<file path="src/rtl/swr_pkg.sv">
// Shared widths, status codes and register indexes for the sample-without-replacement unit.
package swr_pkg;

    // Field widths fixed by the interface.
    localparam int WORD_W     = 31;
    localparam int VALUE_W    = 32;
    localparam int DONE_W     = 13;
    localparam int STATUS_W   = 3;

    // Configuration port.
    localparam int APB_ADDR_W = 4;
    localparam int APB_DATA_W = 32;
    localparam int REG_IDX_W  = 2;

    localparam logic [REG_IDX_W-1:0] REG_COUNT_WANTED = 2'd0;
    localparam logic [REG_IDX_W-1:0] REG_RANGE_MIN    = 2'd1;
    localparam logic [REG_IDX_W-1:0] REG_RANGE_MAX    = 2'd2;

    // Result status codes.
    localparam logic [STATUS_W-1:0] STATUS_DRAWN     = 3'd0;
    localparam logic [STATUS_W-1:0] STATUS_RESTARTED = 3'd1;
    localparam logic [STATUS_W-1:0] STATUS_BAD_PARAM = 3'd2;
    localparam logic [STATUS_W-1:0] STATUS_TOO_FEW   = 3'd3;
    localparam logic [STATUS_W-1:0] STATUS_TOO_WIDE  = 3'd4;
    localparam logic [STATUS_W-1:0] STATUS_FINISHED  = 3'd5;

    // Slot table defaults and the width of the restart epoch kept with each entry.
    localparam int DEFAULT_TABLE_DEPTH = 4096;
    localparam int EPOCH_W             = 4;

endpackage

</file>
<file path="src/rtl/swr_modulo.sv">
// Bit-serial remainder unit: reduces a random word modulo a divisor, one bit per cycle.
module swr_modulo #(
    parameter int DIVISOR_W = $clog2(swr_pkg::DEFAULT_TABLE_DEPTH + 1)
) (
    input  logic                      clk,
    input  logic                      rst_n,
    input  logic                      load,
    input  logic [swr_pkg::WORD_W-1:0] dividend,
    input  logic [DIVISOR_W-1:0]      divisor,
    output logic                      done,
    output logic [DIVISOR_W-1:0]      remainder
);
    import swr_pkg::*;

    localparam int STEP_W = $clog2(WORD_W + 1);

    logic [WORD_W-1:0]    digits_reg, digits_next;
    logic [DIVISOR_W-1:0] divisor_reg, divisor_next;
    logic [DIVISOR_W-1:0] rem_reg, rem_next;
    logic [STEP_W-1:0]    step_reg, step_next;
    logic                 done_reg, done_next;
    logic [DIVISOR_W:0]   trial;

    // One restoring step: bring in the next dividend bit and subtract the divisor if it fits.
    always_comb
    begin
        trial        = {rem_reg, digits_reg[WORD_W-1]};
        digits_next  = digits_reg;
        divisor_next = divisor_reg;
        rem_next     = rem_reg;
        step_next    = step_reg;
        done_next    = 1'b0;
        if (load)
        begin
            digits_next  = dividend;
            divisor_next = divisor;
            rem_next     = '0;
            step_next    = STEP_W'(WORD_W);
        end
        else if (step_reg != '0)
        begin
            digits_next = {digits_reg[WORD_W-2:0], 1'b0};
            if (trial >= {1'b0, divisor_reg})
            begin
                rem_next = DIVISOR_W'(trial - {1'b0, divisor_reg});
            end
            else
            begin
                rem_next = trial[DIVISOR_W-1:0];
            end
            step_next = step_reg - 1'b1;
            done_next = (step_reg == STEP_W'(1));
        end
    end

    // Data path registers need no reset.
    always_ff @(posedge clk)
    begin
        digits_reg  <= digits_next;
        divisor_reg <= divisor_next;
        rem_reg     <= rem_next;
    end

    // Step counter and completion pulse.
    always_ff @(posedge clk or negedge rst_n)
    begin
        if (!rst_n)
        begin
            step_reg <= '0;
            done_reg <= 1'b0;
        end
        else
        begin
            step_reg <= step_next;
            done_reg <= done_next;
        end
    end

    assign done      = done_reg;
    assign remainder = rem_reg;

endmodule

</file>
<file path="config.mk">
export PLATFORM = sky130hd
export DESIGN_NAME = swr_modulo
export DESIGN_NICKNAME = d
export VERILOG_FILES = /design/src/rtl/swr_pkg.sv /design/src/rtl/swr_modulo.sv
export SDC_FILE = /design/constraint.sdc
export NUM_CORES = 1
export LEC_CHECK = 0
export BUFFER_PORTS_ARGS = -buffer_cell sky130_fd_sc_hd__buf_4
export CAP_MARGIN = 40
export CORE_MARGIN = 1.5
export CORE_UTILIZATION = 56
export CTS_BUF_LIST = sky130_fd_sc_hd__clkbuf_8 sky130_fd_sc_hd__clkbuf_16
export CTS_CLUSTER_SIZE = 16
export DETAILED_ROUTE_END_ITERATION = 10
export PLACE_DENSITY = 0.89
export REMOVE_ABC_BUFFERS = 1
export SLEW_MARGIN = 20
export SYNTH_ARGS = -nofsm -noshare
export SYNTH_HDL_FRONTEND = slang
export SYNTH_SLANG_ARGS = --single-unit
export TNS_END_PERCENT = 10
</file>
<file path="constraint.sdc">
create_clock -name clk -period 2.6 [get_ports clk]
set_clock_uncertainty 0.2 [all_clocks]
set_input_delay 0.39 -clock clk [delete_from_list [all_inputs] [get_ports clk]]
set_output_delay 0.39 -clock clk [all_outputs]
set_load 0.05 [all_outputs]
</file>
# ---- Yosys cells after proc, flatten, opt, wreduce, memory -nomap -nowiden
# Index checks and enable logic that the tools add are counted.
dict set report op_classes {
  addsub 2
  n_lt_le_gt_ge 1
  n_eq_ne 1
  muxes 7
  reduce_logical 2
}
# operator count
set op_table {}
lappend op_table {{$mux W31} 2}
lappend op_table {{$ge A14 B13 Y1} 1}
lappend op_table {{$mux W13} 1}
lappend op_table {{$sub A13 B13 Y13} 1}
lappend op_table {{$mux W5} 2}
lappend op_table {{$eq A5 B1 Y1 const B} 1}
lappend op_table {{$reduce_bool A5 Y1} 1}
lappend op_table {{$sub A5 B1 Y5 const B} 1}
lappend op_table {{$mux W1} 2}
lappend op_table {{$reduce_bool A2 Y1} 1}
dict set report totals {
  reg_bits 63
  input_bits 47
  output_inout_bits 14
  word_cells 18
}

# ---- Depth between registers and ports, before layout
# Gate-level depths: netlist of the first run.
dict set report depth {
  ltp_word 3
  depth_mapped 10
  depth_no_buf 9
}

# ---- Worst setup path before layout of the first run
# No wires, ideal clock.
dict set report synth_path {
  kind {register -> register}
  start {register rem_reg[10], in the netlist remainder[10]}
  end {register rem_reg[6], in the netlist remainder[6]}
  setup_time_ns 0.137
  arrival_time_ns 2.382
  required_ns 2.263
  path_slack_ns -0.119
  stages_incl_launch_ff 9
  path_buffers 1
  period_less_slack_ns 2.719
  cell_sequence {dfxtp_1 ha_1 a21o_1 a211o_1 a41o_1 a31oi_4 buf_8 mux2i_1 a211oi_1}
}
dict set report synth_via {
  elab_chain_cells 2
}
# item line
set synth_rtl {}
lappend synth_rtl {{start, declared} swr_modulo.sv:19} ;# logic [DIVISOR_W-1:0] rem_reg, rem_next;
lappend synth_rtl {{start signal, assigned} swr_modulo.sv:61} ;# rem_reg <= rem_next;
lappend synth_rtl {{$ge A14 B13 Y1} swr_modulo.sv:43} ;# if (trial >= {1'b0, divisor_reg})
lappend synth_rtl {{$mux W13} swr_modulo.sv:43}
# Every way passes these cells.
# A chain may end at the register's enable or synchronous reset.

# ---- Final worst setup path of the first run
dict set report layout_path {
  start {register rem_reg[8], in the netlist remainder[8]}
  end {register rem_reg[4], in the netlist remainder[4]}
}
# Same word-level chain as after synthesis.

==> summary.md, run 1 <==
| Metric | Value |
|---|---|
| Outcome | `completed` |
| CP Data Arrival Time | `about 2.5 ns` |
| Slew Limit Headroom | `roughly 58%` |
| Buffers on Ports | `60` |
| Crit path max fanout | `9` |
| Worst IR Drop VDD | `about 0.58 mV` |
| First-pass GRT wire length | `about 11 mm` |
| Worst hold start | `divisor[9]` |
| Post-DP HPWL | `4.96 mm` |
| Min-Delay Path Class | `in -> reg` |
| Core Area | `about 5600 µm²` |
| Hold Path Depth | `1` |
| Post-synthesis adder-cell area fraction | `6.58%` |
| Synth top area cells | `edfxtp_1, mux2_2, dfxtp_1` |
| Clk slew on worst S/H paths | `approximately 0.080 ns` |
| Hold Fails Final Rpt | `0` |
| Yosys top cell by area | `edfxtp_1` |
| # IOs | `61` |
| Reg-to-reg startpoint | `remainder[8]$_SDFFE_PP0P_` |
| Die width | `roughly 80 µm` |
| RSZ-0062 raised after global routing | `false` |
| Post-CTS Setup Bufs | `0` |
| Largest family of logic cells by synthesized area | `multiplexers` |
| Register area | `~1700 µm²` |
| H-Tree Depth | `3` |
| Post-Synth Simple-Gate Area | `10.2%` |
| Top_reg_cell synth | `edfxtp_1` |
| Synth async-reset ratio | `under 10%` |
| Share of the synthesized area in the top cell type | `approximately two fifths` |
| WL per Instance | `approximately 17 µm` |
| Startpoint types | `flop` |
| Clock Tree Buf Depth | `2` |
| Mux contribution to synthesized area | `13.1%` |
| Most common cell after layout, fill and taps aside | `buf_4` |
| Max Cap Viol | `0` |
| Cells along the critical path | `ha_1 -> a21oi_1 -> o211ai_1 -> a31oi_4 -> buf_12 -> mux2i_1 -> a211oi_1` |
| Most frequent cells in the layout | `buf_4, edfxtp_1, mux2_2` |
| Crit path max-delay family | `compound AO/OA/AOI/OAI gates` |
| DRT antenna net count | `0` |
| Initial DRC count | `237` |
| Final-stage net count | `around 420` |
| WL final | `just over 7 mm` |
| Initial antenna violation count | `0` |
| DR vias/cell | `a little under 6` |
| Critical path buffers and inverters | `1` |
| Clk root buf | `clkbuf_8` |
| Flops & latches, synth | `63` |
| CTS Buf Count | `9` |
| Compound-Gate Fraction of Synth Area | `12.3%` |
| P&R area growth vs syn | `24.3%` |
| CTS tree | `done` |
| Sink Count | `63` |
| Fmax | `about 0.4 GHz` |
| Fraction of layout cells with a size suffix above 1 | `a little over a third` |
| Min Tclk post-route | `2.49 ns` |
| Xor/xnor share of the synthesized area | `~2.4%` |
| Power Dens Cells | `roughly 1000 nW/µm²` |
| GRT overflow | `0` |
| Worst-margin pin slew | `0.626 ns` |
| Drt pass-1 iters | `5` |
| Seq/Total Area, Yosys | `51.8%` |
| FF-to-FF path depth | `7` |
| Largest register FFs | `31` |
| Endpoint, Worst Hold | `divisor_reg[9]$_DFFE_PP_` |
| Syn Std Cell Area | `about 3300 µm²` |
| Final WS setup | `around 0.11 ns` |
| ANT cells | `0` |
| Starting density of the core | `around three fifths` |
| Clock Latency Late Sink | `approximately 0.35 ns` |
| Largest stage delay, worst path | `0.41 ns` |
| Setup-failing EPs final | `0` |
| EDFF count, synth | `44` |
| Post-route DRC | `0` |
| Placer Congestion | `around 0.91` |
| CP max stage cell | `ha_1` |
| Fillers | `roughly 390` |
| Final Hold Slack | `approximately 0.014 ns` |
| Avg Cell Area, Syn | `between 10 and 15 µm²` |
| Reg-to-reg endpoint | `remainder[4]$_SDFFE_PP0P_` |
| Via count of the first global-routing pass | `2479` |
| CP Data Required Time | `2.62 ns` |
| Slew Limit Fails | `0` |
| GRT Resource Usage Total | `a little under a quarter` |
| Die Y | `~80 µm` |
| Setup crit end kind | `flop` |
| Pre-CTS setup slack | `about 0.12 ns` |
| Largest net degree at the start of global routing | `32` |
| Crit path kind | `reg -> reg` |
| Synth unique cells | `53` |
| Tcrit/Tclk final | `between 90% and 100%` |
| Mapped Cells | `between 200 and 300` |
| Die area | `about 6400 µm²` |
| Multi-input gate area | `between 1500 and 2000 µm²` |
| Yosys warning count | `0` |
| Routed vias | `roughly 2500` |
| Lkg Pwr | `roughly 1.9 nW` |
| # rows | `27` |
| R2R Setup Slk | `approximately 0.11 ns` |
-- power by group --
part / switching (mW) / internal, mW / leakage (nW)
registers: 0.128 / 1.24 / 0.624
logic: 1.07 / 0.834 / 1.14
clock network: 0.390 / 0.463 / 0.0981
-- routing by layer --
metal | vias to the layer above | GRT usage (%) | part of all wire (%)
li1 | 1194 | - | -
met1 | 1188 | 28.5 | 42
met2 | 123 | 39.0 | 49
met3 | 21 | 6.36 | 7.1
met4 | 0 | 10.5 | 1.9
met5 | - | 0 | 0
-- what timing repair did --
action,in CTS,in global routing
hold endpoints to repair,6,0
endpoints found under the setup margin,0,11
gates resized for setup,0,3
hold buffers,1,0
-- worst max-delay path by stage --
stage                     cells past startpoint                         end                      start  slack, ns
after floorplan                               8  remainder[10]$_SDFFE_PP0P_  remainder[0]$_SDFFE_PP0P_      -0.17
after global placement                        9  remainder[10]$_SDFFE_PP0P_   digits_reg[30]$_DFFE_PP_       0.21
after detailed placement                      9   remainder[2]$_SDFFE_PP0P_   divisor_reg[0]$_DFFE_PP_       0.12
after CTS                                     8  remainder[10]$_SDFFE_PP0P_   divisor_reg[0]$_DFFE_PP_       0.09
after global routing                          9   remainder[3]$_SDFFE_PP0P_   divisor_reg[7]$_DFFE_PP_      0.004
final                                         7   remainder[4]$_SDFFE_PP0P_  remainder[8]$_SDFFE_PP0P_       0.11
-- synth_stat cells, types with 2 or more instances --
| library cell | instances |
|---|---|
| mux2i_1 | 10 |
| and2_1 | 2 |
| nor2_1 | 21 |
| nand4_1 | 3 |
| nor3_1 | 2 |
| nand3b_1 | 2 |
| edfxtp_1 | 44 |
| clkbuf_1 | 9 |
| a211oi_1 | 8 |
| o31ai_1 | 3 |
| nand3_1 | 2 |
| inv_1 | 18 |
| or4_1 | 2 |
| and3_1 | 4 |
| nand4b_1 | 2 |
| a221oi_1 | 2 |
| o21a_1 | 4 |
| o21ai_0 | 9 |
| xnor2_1 | 6 |
| nand2_1 | 12 |
| dfrtp_1 | 6 |
| a41oi_1 | 2 |
| dfxtp_1 | 13 |
| o211ai_1 | 4 |
| mux2_2 | 30 |
| a21o_1 | 3 |
| ha_1 | 16 |
| nand2b_1 | 5 |
| a21oi_1 | 10 |
| xor2_1 | 3 |
-- final cells by class --
class	count	area share, %
clock buffer	10	3.31
sequential	63	41.6
inverter	19	1.71
timing repair buffer	72	13.7
multi-input combinational	187	36.1
clock inverter	6	1.44
tap	72	2.17
-- cells by family (layout without fill, tap and decap cells) --
| kind of cell | after synthesis | after routing |
|---|---|---|
| adders and majority gates | 17 | 17 |
| AOI/OAI and AO/OA | 57 | 57 |
| muxes | 40 | 40 |
| buffers and inverters | 30 | 107 |
| xor gates and xnor gates | 9 | 9 |
| and+or+nand+nor | 64 | 64 |
| DFF | 63 | 63 |
-- per-stage QoR --
step	setup TNS, ns	instance area (µm²)	power (mW)	util, %	instances
after floorplan	-1.63	3290	2.63	-	269
after global placement	0	3940	3.18	69.9	412
after detailed placement	0	3940	3.24	69.9	412
after CTS	0	4150	4.09	73.5	429
after global routing	0	4160	4.31	73.7	429
final	0	4160	4.12	73.7	429
(Power assumes the default switching activity.)
==> inputs of run 2 (changes only) <==
==> constraint.sdc (replaced) <==
create_clock -name clk -period 2.4 [get_ports clk]
set_clock_uncertainty 0.2 [all_clocks]
set_input_delay 0.36 -clock clk [delete_from_list [all_inputs] [get_ports clk]]
set_output_delay 0.36 -clock clk [all_outputs]
set_load 0.05 [all_outputs]
==> run 2 against run 1 <==
  * Sequential share of layout area decreased by 3.1 points
  * Power up 16%
  * Highest routed layer unchanged
  * Register-to-register slack got worse by 0.13 ns
  * Final area grew 8.2%
  * Cell count is 7.9% higher
  * Non-clock buffer count is 34 higher
  * Clock power grew 8.6%
  * Global-route usage grew 2.1 points
  * The run now ends with negative setup slack left
  * Critical endpoint is now remainder[3]$_SDFFE_PP0P_
  * Die area did not move
==> summary.md, run 2 (synthesized netlist as in run 1, its figures left out) <==
| Metric | Value |
|---|---|
| Outcome | `complete, but fails checks` |
| Violated checks | `negative setup slack` |
| Die Y | `around 80 µm` |
| Most frequent cells in the layout | `buf_4, edfxtp_1, mux2_2` |
| Clock Tree Buf Depth | `2` |
| Fraction of layout cells with a size suffix above 1 | `38.9%` |
| # rows | `27` |
| Die width | `~80 µm` |
| Drt pass-1 iters | `5` |
| Min-Delay Path Class | `in -> reg` |
| Post-DP HPWL | `5.09 mm` |
| Crit path kind | `reg -> reg` |
| Final WS setup | `-0.0196 ns` |
| Clk root buf | `clkbuf_8` |
| Internal Power | `2.93 mW` |
| Largest net degree at the start of global routing | `32` |
| WL met2 | `between 3 and 4 mm` |
| Slew Limit Fails | `0` |
| Sw Ratio | `slightly below 40%` |
| Largest stage delay, worst path | `around 0.4 ns` |
| Final instance area | `4500 µm²` |
| DP Cell Count | `432` |
| Post-route DRC | `0` |
| WL per Instance | `~17 µm` |
| Die area | `around 6400 µm²` |
| R2R Setup Slk | `-0.02 ns` |
| Finished Layout Cells | `463` |
| GRT Resource Usage Total | `25.6%` |
| M1 WL | `approximately 3.1 mm` |
| Slew Limit Headroom | `approximately three quarters` |
| Sink Count | `63` |
| CP Data Required Time | `2.46 ns` |
| Core Area | `about 5600 µm²` |
| Crit path max fanout | `8` |
| Comb pwr share | `slightly above 50%` |
| ANT cells | `0` |
| Max Cap Viol | `0` |
| First-pass GRT wire length | `roughly 12 mm` |
| RSZ-0062 raised after global routing | `true` |
| Routed vias | `~2600` |
| Buffers on Ports | `60` |
| DR vias/cell | `5.71` |
| Post-CTS Setup Bufs | `0` |
| Starting density of the core | `59.3%` |
| Flop pwr share | `between 30 and 40%` |
| Fin Setup TNS | `-0.0196 ns` |
| DRT antenna net count | `0` |
| # IOs | `between 60 and 70` |
| Clock Latency Late Sink | `0.35 ns` |
| Tcrit/Tclk final | `101%` |
| Register area | `approximately 1700 µm²` |
| CP Data Arrival Time | `approximately 2.5 ns` |
| CP max stage cell | `fa_2` |
| Hold Fails Final Rpt | `0` |
| Post-Place Cell Area | `~4100 µm²` |
| Clk slew on worst S/H paths | `~0.070 ns` |
| DR top layer | `met4` |
| Multi-input gate area | `around 1500 µm²` |
| WL final | `7.73 mm` |
| Via count of the first global-routing pass | `~2600` |
| Worst-margin pin slew | `about 0.38 ns` |
| P&R area growth vs syn | `34.4%` |
| Fmax | `a little over 0.4 GHz` |
| Power Dens Cells | `between 1000 and 1500 nW/µm²` |
| H-Tree Depth | `3` |
| Final-stage net count | `between 400 and 500` |
| Setup-failing EPs final | `1` |
| Initial DRC count | `approximately 250` |
| Placer Congestion | `around 0.83` |
| Fillers | `346` |
| Setup crit end kind | `flop` |
| CTS Buf Count | `9` |
| GRT overflow | `0` |
| Cells along the critical path | `ha_2 -> fa_2 -> nor2b_4 -> o2111ai_2 -> nand4b_1 -> a31oi_4 -> buf_12 -> mux2i_2 -> a211oi_2` |
| Clock power share | `about 19%` |
| Most common cell after layout, fill and taps aside | `buf_4` |
| Initial antenna violation count | `0` |
| Startpoint types | `flop` |
| Worst IR Drop VDD | `0.567 mV` |
| CTS tree | `done` |
| Min Tclk post-route | `~2.4 ns` |
| Net switching power | `1.84 mW` |
| Lkg Pwr | `between 2 and 2.5 nW` |
| WL met3 | `between 600 and 700 µm` |
| Largest register FFs | `31` |
run 2: worst max-delay path: cells and delay by family (launching register included):
family | cells | cell delay [ns]
multiplexers | 1 | 0.15
AND/OR/NAND/NOR | 2 | 0.33
flip-flops | 1 | 0.37
buffers and inverters | 1 | 0.18
adder cells (fa/ha/maj) | 2 | 0.60
AO/OA/AOI/OAI | 3 | 0.50
run 2: path summary, 6_finish.rpt:
| check | startpoint | to | cells after the start |
|---|---|---|---|
| worst max-delay path | divisor_reg[0]$_DFFE_PP_ | remainder[3]$_SDFFE_PP0P_ | 9 |
| worst min-delay path | dividend[0] | digits_reg[0]$_SDFFCE_PN0P_ | 2 |
| worst max register to register | divisor_reg[0]$_DFFE_PP_ | remainder[3]$_SDFFE_PP0P_ | 9 |
| worst min register to register | remainder[4]$_SDFFE_PP0P_ | remainder[4]$_SDFFE_PP0P_ | 2 |
| max in group asynchronous | rst_n | done$_DFF_PN0_ | 2 |
| min in group asynchronous | rst_n | step_reg[0]$_DFFE_PN0P_ | 2 |
run 2: power by group through the flow:
stage	combinational, mW	sequential [mW]	clock, mW
finish	2.40	1.45	0.926
CTS	2.21	1.44	0.933
floorplan	1.07	1.79	0
detailed placement	2.18	1.46	0
global route	2.55	1.47	0.975
global placement	2.13	1.45	0
run 2: area by class of cell:
cell class / count / area share, %
Clock buffer: 9 / 2.75
Inverter: 19 / 1.59
Clock inverter: 7 / 1.64
Sequential cell: 63 / 38.5
Tap cell: 72 / 2.00
Timing Repair Buffer: 106 / 19.1
Multi-Input combinational cell: 187 / 34.4
run 2: through the flow:
step | setup WS [ns] | power, mW | hold WS [ns] | util, %
after floorplan | -0.373 | 2.85 | -0.136 | -
after global placement | 0.0491 | 3.58 | -0.0308 | 72.3
after detailed placement | -0.0461 | 3.64 | -0.0288 | 72.3
after CTS | 0.0171 | 4.59 | 0.0846 | 78.4
after global routing | -0.142 | 4.99 | 0.0854 | 79.7
final | -0.0196 | 4.77 | 0.104 | 79.7
run 2: timing repair:
| item | 4_1_cts | 5_1_grt |
|---|---|---|
| setup endpoints to repair | 11 | 12 |
| gates cloned | 0 | 1 |
| resized for setup | 2 | 12 |
| pin swaps | 2 | 7 |
| endpoints found under the hold margin | 19 | 0 |
| hold buffers | 14 | 0 |
run 2: layer usage:
layer / vias to the layer above / track usage [%]
li1: 1264 / -
met1: 1231 / 30.3
met2: 126 / 43.4
met3: 25 / 7.61
met4: 0 / 10.5
met5: - / 0
==> inputs of run 3 (changes only) <==
--- a/config.mk
+++ b/config.mk
@@ -8,12 +8,11 @@
 export BUFFER_PORTS_ARGS = -buffer_cell sky130_fd_sc_hd__buf_4
 export CAP_MARGIN = 40
 export CORE_MARGIN = 1.5
-export CORE_UTILIZATION = 56
+export CORE_UTILIZATION = 50
 export CTS_BUF_LIST = sky130_fd_sc_hd__clkbuf_8 sky130_fd_sc_hd__clkbuf_16
 export CTS_CLUSTER_SIZE = 16
 export DETAILED_ROUTE_END_ITERATION = 10
-export PLACE_DENSITY = 0.89
-export REMOVE_ABC_BUFFERS = 1
+export PLACE_DENSITY = 0.82
 export SLEW_MARGIN = 20
 export SYNTH_ARGS = -nofsm -noshare
 export SYNTH_HDL_FRONTEND = slang
==> run 3 against run 2 <==
  * The flow still finishes with violations (negative setup slack)
  * Cell count is 2.2% lower
  * Worst hold slack improved by 0.0045 ns
  * Global-route usage is 2.6 points lower
  * Final area down 1.1%
  * Setup slack worse by 0.012 ns
  * Register-to-register slack hardly changed
  * Clock power decreased by 14%
  * Critical path type unchanged
  * Critical endpoint is now remainder[10]$_SDFFE_PP0P_
==> summary.md, run 3 (synthesized netlist as in run 1, its figures left out) <==
| Metric | Value |
|---|---|
| First-pass GRT wire length | `between 10 and 15 mm` |
| Clock Tree Buf Depth | `2` |
| Crit path kind | `reg -> reg` |
| Largest stage delay, worst path | `around 0.44 ns` |
| Tot Pwr | `4.63 mW` |
| Core Area | `6420 µm²` |
| Syn nets | `344` |
| Fin Setup TNS | `-0.0460 ns` |
| Cells along the critical path | `ha_4 -> fa_2 -> nor2b_2 -> o2111ai_2 -> and3b_1 -> o21a_1 -> a311o_1 -> a211oi_1` |
| H-Tree Depth | `3` |
| Drt pass-1 iters | `4` |
| Placer Congestion | `between 0.9 and 1` |
| Final Hold Slack | `approximately 0.11 ns` |
| CP Data Required Time | `approximately 2.5 ns` |
| Die area | `between 7000 and 8000 µm²` |
| DR vias/cell | `~5.6` |
| Startpoint types | `flop` |
| Largest net degree at the start of global routing | `32` |
| Min-Delay Path Class | `in -> reg` |
| Setup-failing EPs final | `2` |
| Comb pwr share | `49.5%` |
| Sw Ratio | `between 40 and 50%` |
| P&R area growth vs syn | `33.0%` |
| Largest register FFs | `31` |
| Buffers on Ports | `60` |
| Via count of the first global-routing pass | `between 2000 and 3000` |
| CTS tree | `done` |
| R2R Setup Slk | `-0.03 ns` |
| Sink Count | `63` |
| Initial antenna violation count | `0` |
| Critical path buffers and inverters | `0` |
| Tcrit/Tclk final | `101%` |
| CTS Buf Count | `9` |
| Final WS setup | `-0.0317 ns` |
| Net switching power | `1.87 mW` |
| Clock power share | `~17%` |
| Flop pwr share | `33.3%` |
| WL per Instance | `between 15 and 20 µm` |
| CP max stage cell | `edfxtp_1` |
| Slew Limit Fails | `0` |
| Starting density of the core | `52.1%` |
| Met2 Usage GRT | `between 30% and 40%` |
| Worst IR Drop VDD | `0.651 mV` |
| Setup crit end kind | `flop` |
| Worst-margin pin slew | `roughly 0.43 ns` |
| Met3 Usage GRT | `4.03%` |
| ANT cells | `0` |
| Clk slew on worst S/H paths | `around 0.070 ns` |
| CP Data Arrival Time | `around 2.5 ns` |
| GRT Resource Usage Total | `23.0%` |
| Die width | `84.8 µm` |
| RSZ-0062 raised after global routing | `true` |
| GRT overflow | `0` |
| WL final | `7.79 mm` |
| Hold Fails Final Rpt | `0` |
| Crit path max-delay family | `compound AO/OA/AOI/OAI gates` |
| # rows | `29` |
| Final-stage net count | `around 440` |
| DRT antenna net count | `0` |
| Fraction of layout cells with a size suffix above 1 | `roughly 42%` |
| Top Usage Layer GRT | `met2` |
| Met1 Usage GRT | `29.0%` |
| Routed vias | `2538` |
| Most common cell after layout, fill and taps aside | `buf_4` |
| Outcome | `complete, but fails checks` |
| Clock Latency Late Sink | `about 0.35 ns` |
| Clk root buf | `clkbuf_8` |
| Most frequent cells in the layout | `buf_4, edfxtp_1, mux2_2` |
| Slew Limit Headroom | `roughly 72%` |
| Post-DP HPWL | `about 5.2 mm` |
| Internal Power | `between 2 and 3 mW` |
| Min Tclk post-route | `~2.4 ns` |
| Post-route DRC | `0` |
| Power Dens Cells | `~1000 nW/µm²` |
| Initial DRC count | `approximately 140` |
| Lkg Pwr | `1.95 nW` |
| Violated checks | `negative setup slack` |
| Crit path max fanout | `2` |
| Max Cap Viol | `0` |
| # IOs | `61` |
| Fmax | `just over 0.4 GHz` |
| Die Y | `about 85 µm` |
[run 3: cell types whose count changed in the layout (fill, tap and decap cells not counted), moves of 4 or more]
cell | previous run | this run
buf_4 | 90 | 76
dfxtp_2 | 0 | 8
dfxtp_4 | 0 | 4
dfxtp_1 | 13 | 1
[run 3: what timing repair did]
action,in CTS,in global routing
resized for setup,3,25
hold buffers,14,0
endpoints found under the setup margin,12,12
buffers inserted,3,0
cloned,0,0
pin swaps,2,18
endpoints found under the hold margin,19,0
[run 3: layer usage]
metal	share of wire, %	vias up
met5	0	-
li1	-	1240
met2	49	76
met1	44	1201
met3	4.8	21
met4	2.6	0
[run 3: final cells by class]
cell class | count | area [µm²]
well taps | 77 | 96.3
flip-flops and latches | 63 | 1760
multi-input cells | 187 | 1620
clock buffers | 9 | 124
fillers | 469 | 1970
clock inverters | 6 | 40.0
repair buffers | 92 | 742
inverters | 19 | 71.3
[run 3: final timing paths]
check | endpoint | cells after the start | startpoint
setup / recovery | remainder[10]$_SDFFE_PP0P_ | 8 | divisor_reg[0]$_DFFE_PP_
hold / removal | digits_reg[20]$_DFFE_PP_ | 2 | dividend[20]
setup reg to reg | remainder[10]$_SDFFE_PP0P_ | 8 | divisor_reg[0]$_DFFE_PP_
hold reg to reg | remainder[7]$_SDFFE_PP0P_ | 2 | remainder[7]$_SDFFE_PP0P_
max in group asynchronous | step_reg[2]$_DFFE_PN0P_ | 2 | rst_n
min in group asynchronous | step_reg[3]$_DFFE_PN0P_ | 2 | rst_n
[run 3: per-stage QoR]
| step | area (µm²) | util [%] | std cells | setup WS, ns |
|---|---|---|---|---|
| CTS | 4340 | 67.6 | 454 | 0.000287 |
| global route | 4450 | 69.3 | 453 | -0.104 |
| floorplan | 3380 | - | 280 | -0.00523 |
| detailed placement | 4010 | 62.4 | 422 | -0.0443 |
| global placement | 4010 | 62.4 | 422 | 0.0258 |
| finish | 4450 | 69.3 | 453 | -0.0317 |
[run 3: worst reg2reg max path, stage by stage, from the launching register on]
cell and delay (ns):
edfxtp_1 0.44, ha_4 0.20, fa_2 0.37, nor2b_2 0.15, o2111ai_2 0.12, and3b_1 0.22
o21a_1 0.18, a311o_1 0.27, a211oi_1 0.20
[run 3: power groups by stage]
| stage | combinational [mW] | clock (mW) | sequential [mW] |
|---|---|---|---|
| CTS | 2.09 | 0.801 | 1.53 |
| global route | 2.44 | 0.854 | 1.56 |
| finish | 2.29 | 0.798 | 1.54 |
| floorplan | 1.13 | 0 | 1.82 |
| global placement | 1.97 | 0 | 1.55 |
| detailed placement | 2.02 | 0 | 1.55 |
